$ cat config.mk
export PLATFORM = sky130hd
export DESIGN_NAME = pwm_motor_speed_fsm_flat
export DESIGN_NICKNAME = d
export VERILOG_FILES = /design/src/rtl/pmsf_pkg.sv /design/src/rtl/pmsf_ifs.sv /design/src/rtl/pmsf_queue.sv /design/src/rtl/pmsf_front.sv /design/src/rtl/pmsf_back.sv /design/src/rtl/pwm_motor_speed_fsm.sv /design/src/flat_wrapper.sv
export SDC_FILE = /design/constraint.sdc
export NUM_CORES = 1
export LEC_CHECK = 0
export ABC_AREA = 1
export BUFFER_PORTS_ARGS = -buffer_cell sky130_fd_sc_hd__clkbuf_2
export CAP_MARGIN = 15
export CORE_MARGIN = 5
export CORE_UTILIZATION = 40
export DETAILED_ROUTE_END_ITERATION = 16
export GPL_TIMING_DRIVEN = 0
export PLACE_DENSITY_LB_ADDON = 0.2
export SLEW_MARGIN = 20
export SYNTH_ARGS = -nofsm -noshare
export SYNTH_HDL_FRONTEND = slang
export SYNTH_SLANG_ARGS = --single-unit
$ cat constraint.sdc
create_clock -name clk -period 12.16 [get_ports clk]
set_input_delay 1.216 -clock clk [delete_from_list [all_inputs] [get_ports clk]]
set_output_delay 1.216 -clock clk [all_outputs]
set_load 0.1 [all_outputs]
$ cat src/rtl/pmsf_pkg.sv
package pmsf_pkg;

    localparam int CFG_BITS             = 16;
    localparam int CFG_INDEX_BITS       = 1;
    localparam int ENC_BITS             = 32;
    localparam int RPM_BITS             = 41;
    localparam int SCALE_BITS           = 9;
    localparam int DEFAULT_COUNTER_BITS = 16;
    localparam int QUEUE_DEPTH          = 2;
    localparam int DIV_CNT_BITS         = $clog2(RPM_BITS + 1);

    localparam logic [CFG_BITS-1:0]   PERIOD_RESET = 16'd100;
    localparam logic [CFG_BITS-1:0]   ON_RESET     = 16'd50;
    // counts per rev 2048, tick 5 ms, 60 s/min, x64: 60*64/(2048*0.005) = 375
    localparam logic [SCALE_BITS-1:0] RPM_SCALE    = 9'd375;

    typedef enum logic [CFG_INDEX_BITS-1:0] {
        CFG_PERIOD = 1'b0,
        CFG_ON     = 1'b1
    } cfg_index_t;

    typedef enum logic [2:0] {
        PH_LOW   = 3'd0,
        PH_HIGH  = 3'd1,
        PH_SPEED = 3'd2,
        PH_STOP  = 3'd3,
        PH_EXIT  = 3'd4
    } phase_t;

    typedef enum logic [1:0] {
        BK_IDLE,
        BK_MUL,
        BK_DIV,
        BK_DONE
    } bstate_t;

    typedef struct packed {
        logic                run;
        logic                halted;
        logic                measure;
        logic [ENC_BITS-1:0] enc;
    } task_t;

    typedef struct packed {
        logic full;
        logic empty;
    } q_stat_t;

    // zero period acts as one
    function automatic logic [CFG_BITS-1:0] eff_period(input logic [CFG_BITS-1:0] p);
        return (p == '0) ? CFG_BITS'(1) : p;
    endfunction

endpackage

$ cat src/rtl/pmsf_ifs.sv
interface pmsf_in_if import pmsf_pkg::*; ();
    logic                valid;
    logic                ready;
    logic [ENC_BITS-1:0] encoder_count;
    logic                stop_pressed;
    logic                print_pressed;

    modport source (output valid, encoder_count, stop_pressed, print_pressed, input ready);
    modport sink   (input valid, encoder_count, stop_pressed, print_pressed, output ready);
endinterface

interface pmsf_out_if import pmsf_pkg::*; ();
    logic                valid;
    logic                ready;
    logic                run_level;
    logic                speed_valid;
    logic [ENC_BITS-1:0] count_delta;
    logic [RPM_BITS-1:0] rpm_x64;
    logic                halted;

    modport source (output valid, run_level, speed_valid, count_delta, rpm_x64, halted,
                    input ready);
    modport sink   (input valid, run_level, speed_valid, count_delta, rpm_x64, halted,
                    output ready);
endinterface

$ cat src/rtl/pmsf_queue.sv
module pmsf_queue import pmsf_pkg::*;
(
    input  logic    clk,
    input  logic    rst_n,
    input  logic    push,
    input  task_t   wdata,
    input  logic    pop,
    output task_t   rdata,
    output q_stat_t stat
);

    localparam int PTR_BITS = (QUEUE_DEPTH > 1) ? $clog2(QUEUE_DEPTH) : 1;
    localparam int CNT_BITS = $clog2(QUEUE_DEPTH + 1);

    task_t               entry_reg [QUEUE_DEPTH];
    logic [PTR_BITS-1:0] wr_ptr_reg;
    logic [PTR_BITS-1:0] wr_ptr_next;
    logic [PTR_BITS-1:0] rd_ptr_reg;
    logic [PTR_BITS-1:0] rd_ptr_next;
    logic [CNT_BITS-1:0] count_reg;
    logic [CNT_BITS-1:0] count_next;

    assign stat.full  = (count_reg == CNT_BITS'(QUEUE_DEPTH));
    assign stat.empty = (count_reg == '0);
    assign rdata      = entry_reg[rd_ptr_reg];

    always_comb
    begin
        wr_ptr_next = wr_ptr_reg;
        rd_ptr_next = rd_ptr_reg;
        count_next  = count_reg;
        if (push)
        begin
            wr_ptr_next = (wr_ptr_reg == PTR_BITS'(QUEUE_DEPTH - 1)) ? '0 : wr_ptr_reg + 1'b1;
        end
        if (pop)
        begin
            rd_ptr_next = (rd_ptr_reg == PTR_BITS'(QUEUE_DEPTH - 1)) ? '0 : rd_ptr_reg + 1'b1;
        end
        if (push && !pop)
        begin
            count_next = count_reg + 1'b1;
        end
        else if (pop && !push)
        begin
            count_next = count_reg - 1'b1;
        end
    end

    always_ff @(posedge clk or negedge rst_n)
    begin
        if (!rst_n)
        begin
            wr_ptr_reg <= '0;
            rd_ptr_reg <= '0;
            count_reg  <= '0;
        end
        else
        begin
            wr_ptr_reg <= wr_ptr_next;
            rd_ptr_reg <= rd_ptr_next;
            count_reg  <= count_next;
        end
    end

    always_ff @(posedge clk)
    begin
        if (push)
        begin
            entry_reg[wr_ptr_reg] <= wdata;
        end
    end

    a_no_overflow: assert property (@(posedge clk) disable iff (!rst_n)
        !(push && stat.full && !pop))
        else $error("queue push while full");

    a_count_range: assert property (@(posedge clk) disable iff (!rst_n)
        count_reg <= CNT_BITS'(QUEUE_DEPTH))
        else $error("queue count out of range");

endmodule

$ cat src/rtl/pmsf_front.sv
module pmsf_front import pmsf_pkg::*;
#(
    parameter int COUNTER_BITS = DEFAULT_COUNTER_BITS
)
(
    input  logic                clk,
    input  logic                rst_n,
    input  logic [CFG_BITS-1:0] period,
    input  logic [CFG_BITS-1:0] on_time,
    pmsf_in_if.sink             item,
    input  q_stat_t             qstat,
    output logic                push,
    output task_t               entry
);

    localparam int CMP_BITS = (COUNTER_BITS > CFG_BITS) ? COUNTER_BITS : CFG_BITS;

    phase_t                  phase_reg;
    phase_t                  phase_next;
    logic [COUNTER_BITS-1:0] tick_reg;
    logic [COUNTER_BITS-1:0] tick_next;
    logic                    run_reg;
    logic                    run_next;

    logic                    accept;
    logic [CFG_BITS-1:0]     n;
    logic [CFG_BITS-1:0]     n_m1;
    logic [CFG_BITS-1:0]     m;
    logic [CMP_BITS-1:0]     tick_ext;

    assign item.ready = !qstat.full;
    assign accept     = item.valid && !qstat.full;
    assign n          = eff_period(period);
    assign n_m1       = n - 1'b1;
    assign m          = (on_time < n_m1) ? on_time : n_m1;
    assign tick_ext   = CMP_BITS'(tick_reg);

    always_comb
    begin
        logic [COUNTER_BITS-1:0] tick_base;
        phase_next = phase_reg;
        run_next   = run_reg;
        tick_base  = tick_reg;
        tick_next  = tick_reg;
        if (accept)
        begin
            case (phase_reg)
                PH_LOW:
                begin
                    if (tick_ext >= CMP_BITS'(n))
                    begin
                        tick_base = '0;
                        if (item.stop_pressed)
                        begin
                            phase_next = PH_STOP;
                            run_next   = 1'b0;
                        end
                        else if (item.print_pressed)
                        begin
                            phase_next = PH_SPEED;
                            run_next   = 1'b1;
                        end
                        else
                        begin
                            phase_next = PH_HIGH;
                            run_next   = 1'b1;
                        end
                    end
                end
                PH_HIGH:
                begin
                    if (tick_ext >= CMP_BITS'(m))
                    begin
                        run_next   = 1'b0;
                        phase_next = PH_LOW;
                    end
                end
                PH_SPEED:
                begin
                    phase_next = PH_HIGH;
                end
                PH_STOP:
                begin
                    run_next   = 1'b0;
                    phase_next = PH_EXIT;
                end
                default:
                begin
                    run_next = 1'b0;
                end
            endcase
            if ((phase_reg == PH_LOW || phase_reg == PH_HIGH || phase_reg == PH_SPEED)
                && phase_next != PH_STOP)
            begin
                tick_next = tick_base + 1'b1;
            end
            else
            begin
                tick_next = tick_base;
            end
        end
    end

    always_comb
    begin
        push          = accept;
        entry.run     = run_next;
        entry.halted  = (phase_next == PH_STOP) || (phase_next == PH_EXIT);
        entry.measure = (phase_reg == PH_SPEED);
        entry.enc     = item.encoder_count;
    end

    always_ff @(posedge clk or negedge rst_n)
    begin
        if (!rst_n)
        begin
            phase_reg <= PH_LOW;
            tick_reg  <= '0;
            run_reg   <= 1'b0;
        end
        else
        begin
            phase_reg <= phase_next;
            tick_reg  <= tick_next;
            run_reg   <= run_next;
        end
    end

    a_halt_freezes: assert property (@(posedge clk) disable iff (!rst_n)
        (phase_reg == PH_EXIT) |=> (phase_reg == PH_EXIT && $stable(tick_reg) && !run_reg))
        else $error("halted block changed state");

endmodule

$ cat src/rtl/pmsf_back.sv
module pmsf_back import pmsf_pkg::*;
(
    input  logic                clk,
    input  logic                rst_n,
    input  logic [CFG_BITS-1:0] period,
    input  task_t               entry,
    input  q_stat_t             qstat,
    output logic                pop,
    pmsf_out_if.source          result
);

    bstate_t                 state_reg;
    bstate_t                 state_next;
    logic                    cur_run_reg;
    logic                    cur_halted_reg;
    logic [ENC_BITS-1:0]     last_enc_reg;
    logic                    sampled_reg;
    logic [ENC_BITS-1:0]     delta_reg;
    logic [CFG_BITS-1:0]     n_reg;
    logic [RPM_BITS-1:0]     acc_reg;
    logic [CFG_BITS:0]       rem_reg;
    logic [DIV_CNT_BITS-1:0] cnt_reg;

    logic                    res_valid_reg;
    logic                    res_run_reg;
    logic                    res_speed_reg;
    logic [ENC_BITS-1:0]     res_delta_reg;
    logic [RPM_BITS-1:0]     res_rpm_reg;
    logic                    res_halted_reg;

    logic                    out_free;
    logic                    load_plain;
    logic                    load_meas;
    logic [ENC_BITS-1:0]     delta_new;
    logic [RPM_BITS-1:0]     product;
    logic [CFG_BITS:0]       rem_sh;
    logic                    fits;
    logic [CFG_BITS:0]       rem_new;

    assign out_free  = !res_valid_reg || result.ready;
    assign delta_new = sampled_reg ? entry.enc - last_enc_reg : '0;
    assign product   = RPM_BITS'(delta_reg) * RPM_BITS'(RPM_SCALE);
    assign rem_sh    = {rem_reg[CFG_BITS-1:0], acc_reg[RPM_BITS-1]};
    assign fits      = rem_sh >= {1'b0, n_reg};
    assign rem_new   = fits ? rem_sh - {1'b0, n_reg} : rem_sh;

    always_comb
    begin
        state_next = state_reg;
        case (state_reg)
            BK_IDLE:
            begin
                if (!qstat.empty && out_free && entry.measure)
                begin
                    state_next = BK_MUL;
                end
            end
            BK_MUL:
            begin
                state_next = BK_DIV;
            end
            BK_DIV:
            begin
                if (cnt_reg == DIV_CNT_BITS'(1))
                begin
                    state_next = BK_DONE;
                end
            end
            BK_DONE:
            begin
                state_next = BK_IDLE;
            end
            default:
            begin
                state_next = BK_IDLE;
            end
        endcase
    end

    always_comb
    begin
        pop        = (state_reg == BK_IDLE) && !qstat.empty && out_free;
        load_plain = pop && !entry.measure;
        load_meas  = (state_reg == BK_DONE);
    end

    always_ff @(posedge clk or negedge rst_n)
    begin
        if (!rst_n)
        begin
            state_reg     <= BK_IDLE;
            res_valid_reg <= 1'b0;
            sampled_reg   <= 1'b0;
            last_enc_reg  <= '0;
            cnt_reg       <= '0;
        end
        else
        begin
            state_reg <= state_next;
            if (load_plain || load_meas)
            begin
                res_valid_reg <= 1'b1;
            end
            else if (result.ready)
            begin
                res_valid_reg <= 1'b0;
            end
            if (pop && entry.measure)
            begin
                last_enc_reg <= entry.enc;
                sampled_reg  <= 1'b1;
            end
            if (state_reg == BK_MUL)
            begin
                cnt_reg <= DIV_CNT_BITS'(RPM_BITS);
            end
            else if (state_reg == BK_DIV)
            begin
                cnt_reg <= cnt_reg - 1'b1;
            end
        end
    end

    always_ff @(posedge clk)
    begin
        if (pop)
        begin
            cur_run_reg    <= entry.run;
            cur_halted_reg <= entry.halted;
            delta_reg      <= delta_new;
            n_reg          <= eff_period(period);
        end
        if (state_reg == BK_MUL)
        begin
            acc_reg <= product;
            rem_reg <= '0;
        end
        else if (state_reg == BK_DIV)
        begin
            acc_reg <= {acc_reg[RPM_BITS-2:0], fits};
            rem_reg <= rem_new;
        end
        if (load_plain)
        begin
            res_run_reg    <= entry.run;
            res_speed_reg  <= 1'b0;
            res_delta_reg  <= '0;
            res_rpm_reg    <= '0;
            res_halted_reg <= entry.halted;
        end
        else if (load_meas)
        begin
            res_run_reg    <= cur_run_reg;
            res_speed_reg  <= 1'b1;
            res_delta_reg  <= delta_reg;
            res_rpm_reg    <= acc_reg;
            res_halted_reg <= cur_halted_reg;
        end
    end

    assign result.valid       = res_valid_reg;
    assign result.run_level   = res_run_reg;
    assign result.speed_valid = res_speed_reg;
    assign result.count_delta = res_delta_reg;
    assign result.rpm_x64     = res_rpm_reg;
    assign result.halted      = res_halted_reg;

    a_done_slot_free: assert property (@(posedge clk) disable iff (!rst_n)
        (state_reg == BK_DONE) |-> !res_valid_reg)
        else $error("measurement would overwrite pending result");

    a_div_count: assert property (@(posedge clk) disable iff (!rst_n)
        (state_reg == BK_DIV) |-> (cnt_reg != '0))
        else $error("divider step count exhausted");

    a_speed_sampled: assert property (@(posedge clk) disable iff (!rst_n)
        (res_valid_reg && res_speed_reg) |-> sampled_reg)
        else $error("measurement without encoder sample");

endmodule

$ cat src/rtl/pwm_motor_speed_fsm.sv
// A plain tick passes through the queue and then the result register; a speed
// tick passes through the queue, the product, 41 restoring divide steps and the
// result load. The front takes one tick per cycle while the 2-entry queue is not
// full; the back takes no new tick while the bit-serial divider works on a measurement.
// Reset (rst_n, async low): low phase, counter 0, run state low, no sample,
// period 100, on time 50, queue and result register empty.
module pwm_motor_speed_fsm import pmsf_pkg::*;
#(
    parameter int COUNTER_BITS = DEFAULT_COUNTER_BITS
)
(
    input  logic                      clk,
    input  logic                      rst_n,
    pmsf_in_if.sink                   item,
    pmsf_out_if.source                result,
    input  logic                      cfg_we,
    input  logic [CFG_INDEX_BITS-1:0] cfg_index,
    input  logic [CFG_BITS-1:0]       cfg_wdata
);

    logic [CFG_BITS-1:0] period_reg;
    logic [CFG_BITS-1:0] on_reg;

    logic    push;
    logic    pop;
    task_t   wr_entry;
    task_t   rd_entry;
    q_stat_t qstat;

    always_ff @(posedge clk or negedge rst_n)
    begin
        if (!rst_n)
        begin
            period_reg <= PERIOD_RESET;
            on_reg     <= ON_RESET;
        end
        else if (cfg_we)
        begin
            case (cfg_index_t'(cfg_index))
                CFG_PERIOD: period_reg <= cfg_wdata;
                CFG_ON:     on_reg     <= cfg_wdata;
                default:    ;
            endcase
        end
    end

    pmsf_front #(
        .COUNTER_BITS(COUNTER_BITS)
    ) u_front (
        .clk    (clk),
        .rst_n  (rst_n),
        .period (period_reg),
        .on_time(on_reg),
        .item   (item),
        .qstat  (qstat),
        .push   (push),
        .entry  (wr_entry)
    );

    pmsf_queue u_queue (
        .clk  (clk),
        .rst_n(rst_n),
        .push (push),
        .wdata(wr_entry),
        .pop  (pop),
        .rdata(rd_entry),
        .stat (qstat)
    );

    pmsf_back u_back (
        .clk   (clk),
        .rst_n (rst_n),
        .period(period_reg),
        .entry (rd_entry),
        .qstat (qstat),
        .pop   (pop),
        .result(result)
    );

endmodule
$ cat src/flat_wrapper.sv
// flat-port wrapper written by rule: the top's interface ports become plain ports
module pwm_motor_speed_fsm_flat import pmsf_pkg::*;
#(
    parameter int COUNTER_BITS = DEFAULT_COUNTER_BITS
)
  (clk, rst_n, cfg_we, cfg_index, cfg_wdata, item_valid, item_encoder_count, item_stop_pressed, item_print_pressed, item_ready, result_valid, result_run_level, result_speed_valid, result_count_delta, result_rpm_x64, result_halted, result_ready);
  pmsf_in_if item_i ();
  pmsf_out_if result_i ();
  input  logic clk;
  input  logic rst_n;
  input  logic cfg_we;
  input  logic [CFG_INDEX_BITS-1:0] cfg_index;
  input  logic [CFG_BITS-1:0] cfg_wdata;
  input wire logic [$bits(item_i.valid)-1:0] item_valid;
  input wire logic [$bits(item_i.encoder_count)-1:0] item_encoder_count;
  input wire logic [$bits(item_i.stop_pressed)-1:0] item_stop_pressed;
  input wire logic [$bits(item_i.print_pressed)-1:0] item_print_pressed;
  output wire logic [$bits(item_i.ready)-1:0] item_ready;
  output wire logic [$bits(result_i.valid)-1:0] result_valid;
  output wire logic [$bits(result_i.run_level)-1:0] result_run_level;
  output wire logic [$bits(result_i.speed_valid)-1:0] result_speed_valid;
  output wire logic [$bits(result_i.count_delta)-1:0] result_count_delta;
  output wire logic [$bits(result_i.rpm_x64)-1:0] result_rpm_x64;
  output wire logic [$bits(result_i.halted)-1:0] result_halted;
  input wire logic [$bits(result_i.ready)-1:0] result_ready;
  assign item_i.valid = item_valid;
  assign item_i.encoder_count = item_encoder_count;
  assign item_i.stop_pressed = item_stop_pressed;
  assign item_i.print_pressed = item_print_pressed;
  assign item_ready = item_i.ready;
  assign result_valid = result_i.valid;
  assign result_run_level = result_i.run_level;
  assign result_speed_valid = result_i.speed_valid;
  assign result_count_delta = result_i.count_delta;
  assign result_rpm_x64 = result_i.rpm_x64;
  assign result_halted = result_i.halted;
  assign result_i.ready = result_ready;
  pwm_motor_speed_fsm #(.COUNTER_BITS(COUNTER_BITS)) u_core (.clk(clk), .rst_n(rst_n), .item(item_i), .result(result_i), .cfg_we(cfg_we), .cfg_index(cfg_index), .cfg_wdata(cfg_wdata));
endmodule
==> flow_summary.ini, run 1 <==
[outcome]
outcome = finished, final reports clean

[logic_synthesis]
synth-edff-count = 163
post_synthesis_sequential_area_ratio_pct = 37.3
netlist.area_leader.share_pct = 19.9
yosysTopAreaCell = edfxtp_1
synth.net_count = 3197
syn_area_um2 = 24600
yosysUniqueCellTypes = 63
async_flop_share_pct = 27.9
yosys-top-cells-area = edfxtp_1 20%, fa_1 12%, ha_1 11%, dfrtp_1 9.4%, nand2_1 9.1%
synth_area_per_cell_um2 = 8.86
synth_flop_cell = edfxtp_1
number_of_warning_messages_in_the_yosys_log = 0
synth.ff_latch_count = 351
synthCells = 2771

[worst_setup_path]
required_worst_endpoint_ns = 12.62
setup.worst_path.start = u_core.period_reg[5]
crit_type = reg -> reg
critical_path_arrival_ns = 7.03
regToRegStartpoint = u_core.period_reg[5]
critical_path.startpoint_type = register
nature_of_the_critical_path_endpoint = register
crit_path_max_incr_delay_ns = 0.73
critPathSlowestCell = a2111oi_1
biggest_fanout_along_the_worst_timing_path = 10
crit_path_frequent_cell = nand2_1

[global_route]
grt_pass1_wl_mm = 100
maximum_number_of_pins_on_one_net_before_global_route_repair = 70
grt_pass1_vias = 19400
antenna_found_initial = 1
globalRoute.totalOverflow = 0
track_usage_pct = 18.4

[place]
dpl.cell_count = 3691
final_weighted_congestion_in_routability_driven_placement = 0.912
portBuffers = 133
placement.cell_area_um2 = 26300
dp.final_hpwl_mm = 49.1

[final_layout]
final_layout_size_suffix_gt1_share_pct = 10.8
antenna_cells = 0
post-route-util_pct = 45.8
design.final.nets = 3378
fin_cells = 3767
final.fill_count = 5910
flip_flop_count_of_the_largest_register_after_layout = 70
design_area_um2 = 27700
syn_to_final_growth_pct = 12.9

[detailed_routing]
drt_iter0_markers = 1098
vias = 18900
route.final.wire_length_mm = 60.9
detail_route.vias_per_cell = 5.02
remaining_drc_errors = 0
routed_wire_length_per_instance_um = 16.2
first_pass_iters = 5
detail-route-antenna-nets = 0

[clocking]
max-clock-path-buffers = 3
cts-root-buf = clkbuf_16
clock_latency_late_sink_ns = 0.57
total_number_of_h_tree_levels = 2
clkSinkCount = 351
cts_repair_resize_count = 0
numCtsBuffers = 41
cts_tree = done
cts_hold_repair.buffers = 0
clkTransAtPathRegs_ns = 0.06
post_cts.repair.setup_buffers = 0

[floorplanning]
start_util_pct = 40.5
x_dimension_of_the_die_um = 258
floorplan.rows = 90
io_pins = 134
fp.dieH_um = 258
dieArea_um2 = 66400
placeableCoreArea_um2 = 60600

[min_path]
hold_path_class = reg -> reg
worst_hold_startpoint = u_core.u_back.result.rpm_x64[36]

[timing]
min_period_ns = 6.57
slew_hr_pct = 39.7
min_period_over_period_pct = 54.0
tightest_slew_ns = 0.902
slew_violations = 0
finalSetupViolCount = 0
maxClockFrequency_mhz = 152
clock_skew_ns = 0.0206
setup_tns_ns = 0
unrepaired_setup_endpoints_after_global_routing = false
final-hold-violation-count = 0

[flow_run]
drv.max_cap_violation_count = 0
[worst max-delay path: cells and delay by family, from the launching register on]
| kind | cells | cell delay (ns) |
|---|---|---|
| buf+inv | 3 | 0.43 |
| flops | 1 | 0.60 |
| xor+xnor | 2 | 0.36 |
| simple gates | 20 | 3.44 |
| fa+ha+maj | 3 | 0.77 |
| compound gates | 3 | 0.86 |
[path summary, 6_finish.rpt]
| kind | slack [ns] | cells past startpoint | end |
|---|---|---|---|
| max | 5.59 | 31 | u_core.u_front.tick_ext[2] |
| min | 0.46 | 2 | u_core.u_back.result.rpm_x64[36] |
| max reg2reg | 5.59 | 31 | u_core.u_front.tick_ext[2] |
| min reg2reg | 0.46 | 2 | u_core.u_back.result.rpm_x64[36] |
| max in group asynchronous | 10.96 | 2 | u_core.u_back.last_enc_reg[28] |
| min in group asynchronous | 0.53 | 1 | u_core.period_reg[14] |
[cell families (layout without fill, tap and decap cells)]
kind of cell | count (synthesis) | after routing | share of synthesized area (%)
DFF | 351 | 351 | 37.3
AOI/OAI and AO/OA | 503 | 503 | 11.3
buffers and inverters | 521 | 735 | 8.25
xor gates and xnor gates | 59 | 59 | 2.10
adders and majority gates | 370 | 370 | 23.4
muxes | 33 | 33 | 1.51
and+or+nand+nor | 934 | 934 | 16.1
[per-stage QoR]
step                      setup WS, ns  hold slack (ns)
final                             5.59            0.459
after global routing              5.01            0.479
after CTS                         5.48            0.462
after detailed placement          5.53            0.452
after global placement            5.61            0.449
after floorplan                   7.16            0.446
[area by class of cell]
class | instances | area (um2) | area share (%)
well taps | 782 | 978 | 3.53
flip-flops and latches | 351 | 9160 | 33.0
inverters | 438 | 1640 | 5.93
plain buffers | 83 | 383 | 1.38
clock buffers | 51 | 1160 | 4.17
clock inverters | 25 | 228 | 0.821
repair buffers | 138 | 797 | 2.87
multi-input cells | 1899 | 13400 | 48.3
[synth_stat cells (2+ instances only)]
library cell,count
edfxtp_1,163
xnor2_1,25
or2_1,5
o21ai_0,147
a21oi_2,12
a21oi_1,216
o21ai_1,44
nand3_1,86
a31oi_1,28
ha_1,220
o21bai_1,9
a21o_1,6
or2_2,5
nor2_1,145
nor4_1,10
fa_1,150
buf_2,4
o211ai_1,3
o21a_1,17
buf_1,8
nand2_2,15
nand2_1,597
dfxtp_1,90
nor3_1,15
buf_4,3
nand4_1,28
nor2_2,4
dfstp_2,6
nand3_2,11
inv_2,5
nand3b_1,2
clkbuf_1,63
dfrtp_1,92
a21boi_0,3
and3_1,2
buf_6,3
inv_1,433
mux2_2,32
o221ai_1,5
xor2_1,34
nor2_4,2
buf_12,2
[layout by cell type (no fill, tap or decap), drive strengths merged, types with 2 or more instances in the layout]
cell / instances
dfstp: 6
a21oi: 228
nand3b: 2
o21ai: 191
bufinv: 3
o211ai: 3
nand4: 28
nor2: 151
mux2: 32
nor4: 11
clkinv: 18
xor2: 34
inv: 441
ha: 220
clkbuf: 247
nand2: 613
buf: 25
or2: 10
fa: 150
a21boi: 5
and3: 2
a31oi: 28
dfrtp: 92
edfxtp: 163
o21a: 17
o22ai: 2
xnor2: 25
o21bai: 10
o221ai: 5
a21o: 6
dfxtp: 90
nand3: 97
nor3: 17
[routing by layer]
layer	vias up	track usage (%)	share of wire, %
met4	2	5.34	2.7
li1	9450	-	-
met3	81	2.59	4.5
met5	-	0	0.011
met1	9024	25.8	47
met2	351	29.8	46
Power of run 1 is not shown: default switching activity piles up to over one toggle a cycle in this logic, so the estimate is an artifact.
==> inputs of run 2 (changes only) <==
- clock period: 12.16 -> 5.4 ns (I/O delays scaled with it)
==> run 2 against run 1 <==
  * Die area stayed put
  * First-iteration DRC count is 1.1% higher
  * Final area is 1.7% higher
  * Clock-buffer cell count stayed put
  * Global-route usage is 0.066 points higher
  * Critical path type unchanged
  * Largest cell class unchanged
  * Highest routed layer unchanged
==> flow_summary.ini, run 2 (synthesized netlist as in run 1, its figures left out) <==
[timing]
slew_hr_pct = 46.7
slew_violations = 0
setup_tns_ns = 0
finalSetupViolCount = 0
min_period_ns = 5.14
min_period_over_period_pct = 95.2
tightest_slew_ns = 0.799
clock_skew_ns = 0.0194
final-hold-violation-count = 0
maxClockFrequency_mhz = 194

[detailed_routing]
remaining_drc_errors = 0
detail_route.vias_per_cell = 5.01
first_pass_iters = 5
route.final.wire_length_mm = 61.6
vias = 19000
drt_iter0_markers = 1110
detail-route-antenna-nets = 0
routed_wire_length_per_instance_um = 16.2

[min_path]
hold_depth = 1
worst_hold_startpoint = item_encoder_count[30]
whs_endpoint = u_core.u_queue.entry_reg[1][30]
hold_path_class = in -> reg

[worst_setup_path]
critPathSlowestCell = dfstp_2
critical_path.startpoint_type = register
crit_path_max_incr_delay_ns = 0.56
timing.reg2reg.worst_path_depth = 33
crit_type = reg -> reg
regToRegStartpoint = u_core.period_reg[6]
critical_path_arrival_ns = 5.60
nature_of_the_critical_path_endpoint = register
required_worst_endpoint_ns = 5.86
r2r_slack_ns = 0.26
biggest_fanout_along_the_worst_timing_path = 10
crit-reg2reg-capture = u_core.u_front.tick_ext[13]

[final_layout]
layout.cells.most_common = nand2_1
antenna_cells = 0
flip_flop_count_of_the_largest_register_after_layout = 70
design.final.nets = 3402
syn_to_final_growth_pct = 14.8
fin_cells = 3791
most-common-layout-cells = 590 x nand2_1, 430 x inv_1, 218 x ha_1
final_layout_size_suffix_gt1_share_pct = 12.8

[floorplanning]
floorplan.rows = 90
x_dimension_of_the_die_um = 258
placeableCoreArea_um2 = 60600
dieArea_um2 = 66400
fp.dieH_um = 258
start_util_pct = 40.5
io_pins = 134

[global_route]
track_usage_pct = 18.4
grt_pass1_wl_mm = 101
antenna_found_initial = 1
globalRoute.totalOverflow = 0
maximum_number_of_pins_on_one_net_before_global_route_repair = 70
grt_pass1_vias = 19500

[place]
final_weighted_congestion_in_routability_driven_placement = 0.912
dp.final_hpwl_mm = 49.1
dpl.cell_count = 3691
portBuffers = 133

[clocking]
clkTransAtPathRegs_ns = 0.06
total_number_of_h_tree_levels = 2
numCtsBuffers = 41
max-clock-path-buffers = 3
clock_latency_late_sink_ns = 0.57
cts_tree = done
clkSinkCount = 351
cts-root-buf = clkbuf_16

[outcome]
outcome = finished, final reports clean

[flow_run]
drv.max_cap_violation_count = 0
## run 2: changes by cell type in the layout (fill, tap and decap cells not counted), sizes merged
| cell | delta |
|---|---|
| buf | +24 |
| clkbuf | -1 |
| dlygate4sd3 | +1 |
## run 2: cell type report
type                       instances  area [um2]
buffer                            82         387
clock buffer                      51        1160
clock inverter                    25         228
fill                            5865       32400
inverter                         438        1650
multi-input combinational       1899       13600
sequential                       351        9160
tap                              782         978
timing repair buffer             163         991
## run 2: worst max path at each step
| stage | cells past startpoint | end | slack, ns | startpoint |
|---|---|---|---|---|
| 6_report | 33 | u_core.u_front.tick_ext[13] | 0.26 | u_core.period_reg[6] |
| 5_1_grt | 33 | u_core.u_front.tick_ext[13] | -0.07 | u_core.period_reg[6] |
| 4_1_cts | 31 | u_core.u_front.tick_ext[2] | 0.0007 | u_core.period_reg[5] |
| 3_5_place_dp | 31 | u_core.u_front.tick_ext[2] | -1.23 | u_core.period_reg[5] |
| 3_3_place_gp | 31 | u_core.u_front.tick_ext[2] | -1.15 | u_core.period_reg[5] |
| 2_1_floorplan | 31 | u_core.u_front.tick_ext[4] | 0.40 | u_core.period_reg[5] |
## run 2: per-stage QoR
step	cell area (um2)	hold slack [ns]	utilization, %	setup slack, ns
2_1_floorplan	24600	0.244	-	0.405
3_3_place_gp	26200	0.449	43.2	-1.15
3_5_place_dp	26300	0.452	43.5	-1.23
4_1_cts	27900	0.118	46.1	0.000687
5_1_grt	28200	0.131	46.5	-0.0656
6_report	28200	0.158	46.5	0.257
## run 2: critical path: cells and delay by family, from the launching register on
kind                     cells  cell delay [ns]
buffers and inverters        3             0.40
XOR/XNOR                     1             0.22
AO/OA/AOI/OAI                3             0.45
flip-flops                   1             0.56
AND/OR/NAND/NOR             23             2.68
adder cells (fa/ha/maj)      3             0.73
## run 2: repair_timing
action,in CTS,in global routing
pin swaps,10,27
endpoints found under the setup margin,22,22
gates resized for setup,21,44
setup buffers,13,11
endpoints found under the hold margin,23,0
hold buffers,1,0
cloned,0,0
## run 2: layer usage
| layer | global-route usage, % | up-vias | share of wire (%) |
|---|---|---|---|
| met5 | 0 | - | 0.011 |
| met4 | 5.19 | 2 | 2.6 |
| met3 | 2.60 | 80 | 4.8 |
| met2 | 30.1 | 358 | 46 |
| met1 | 25.8 | 9073 | 47 |
| li1 | - | 9496 | - |
Power of run 2 is left out for the same reason.
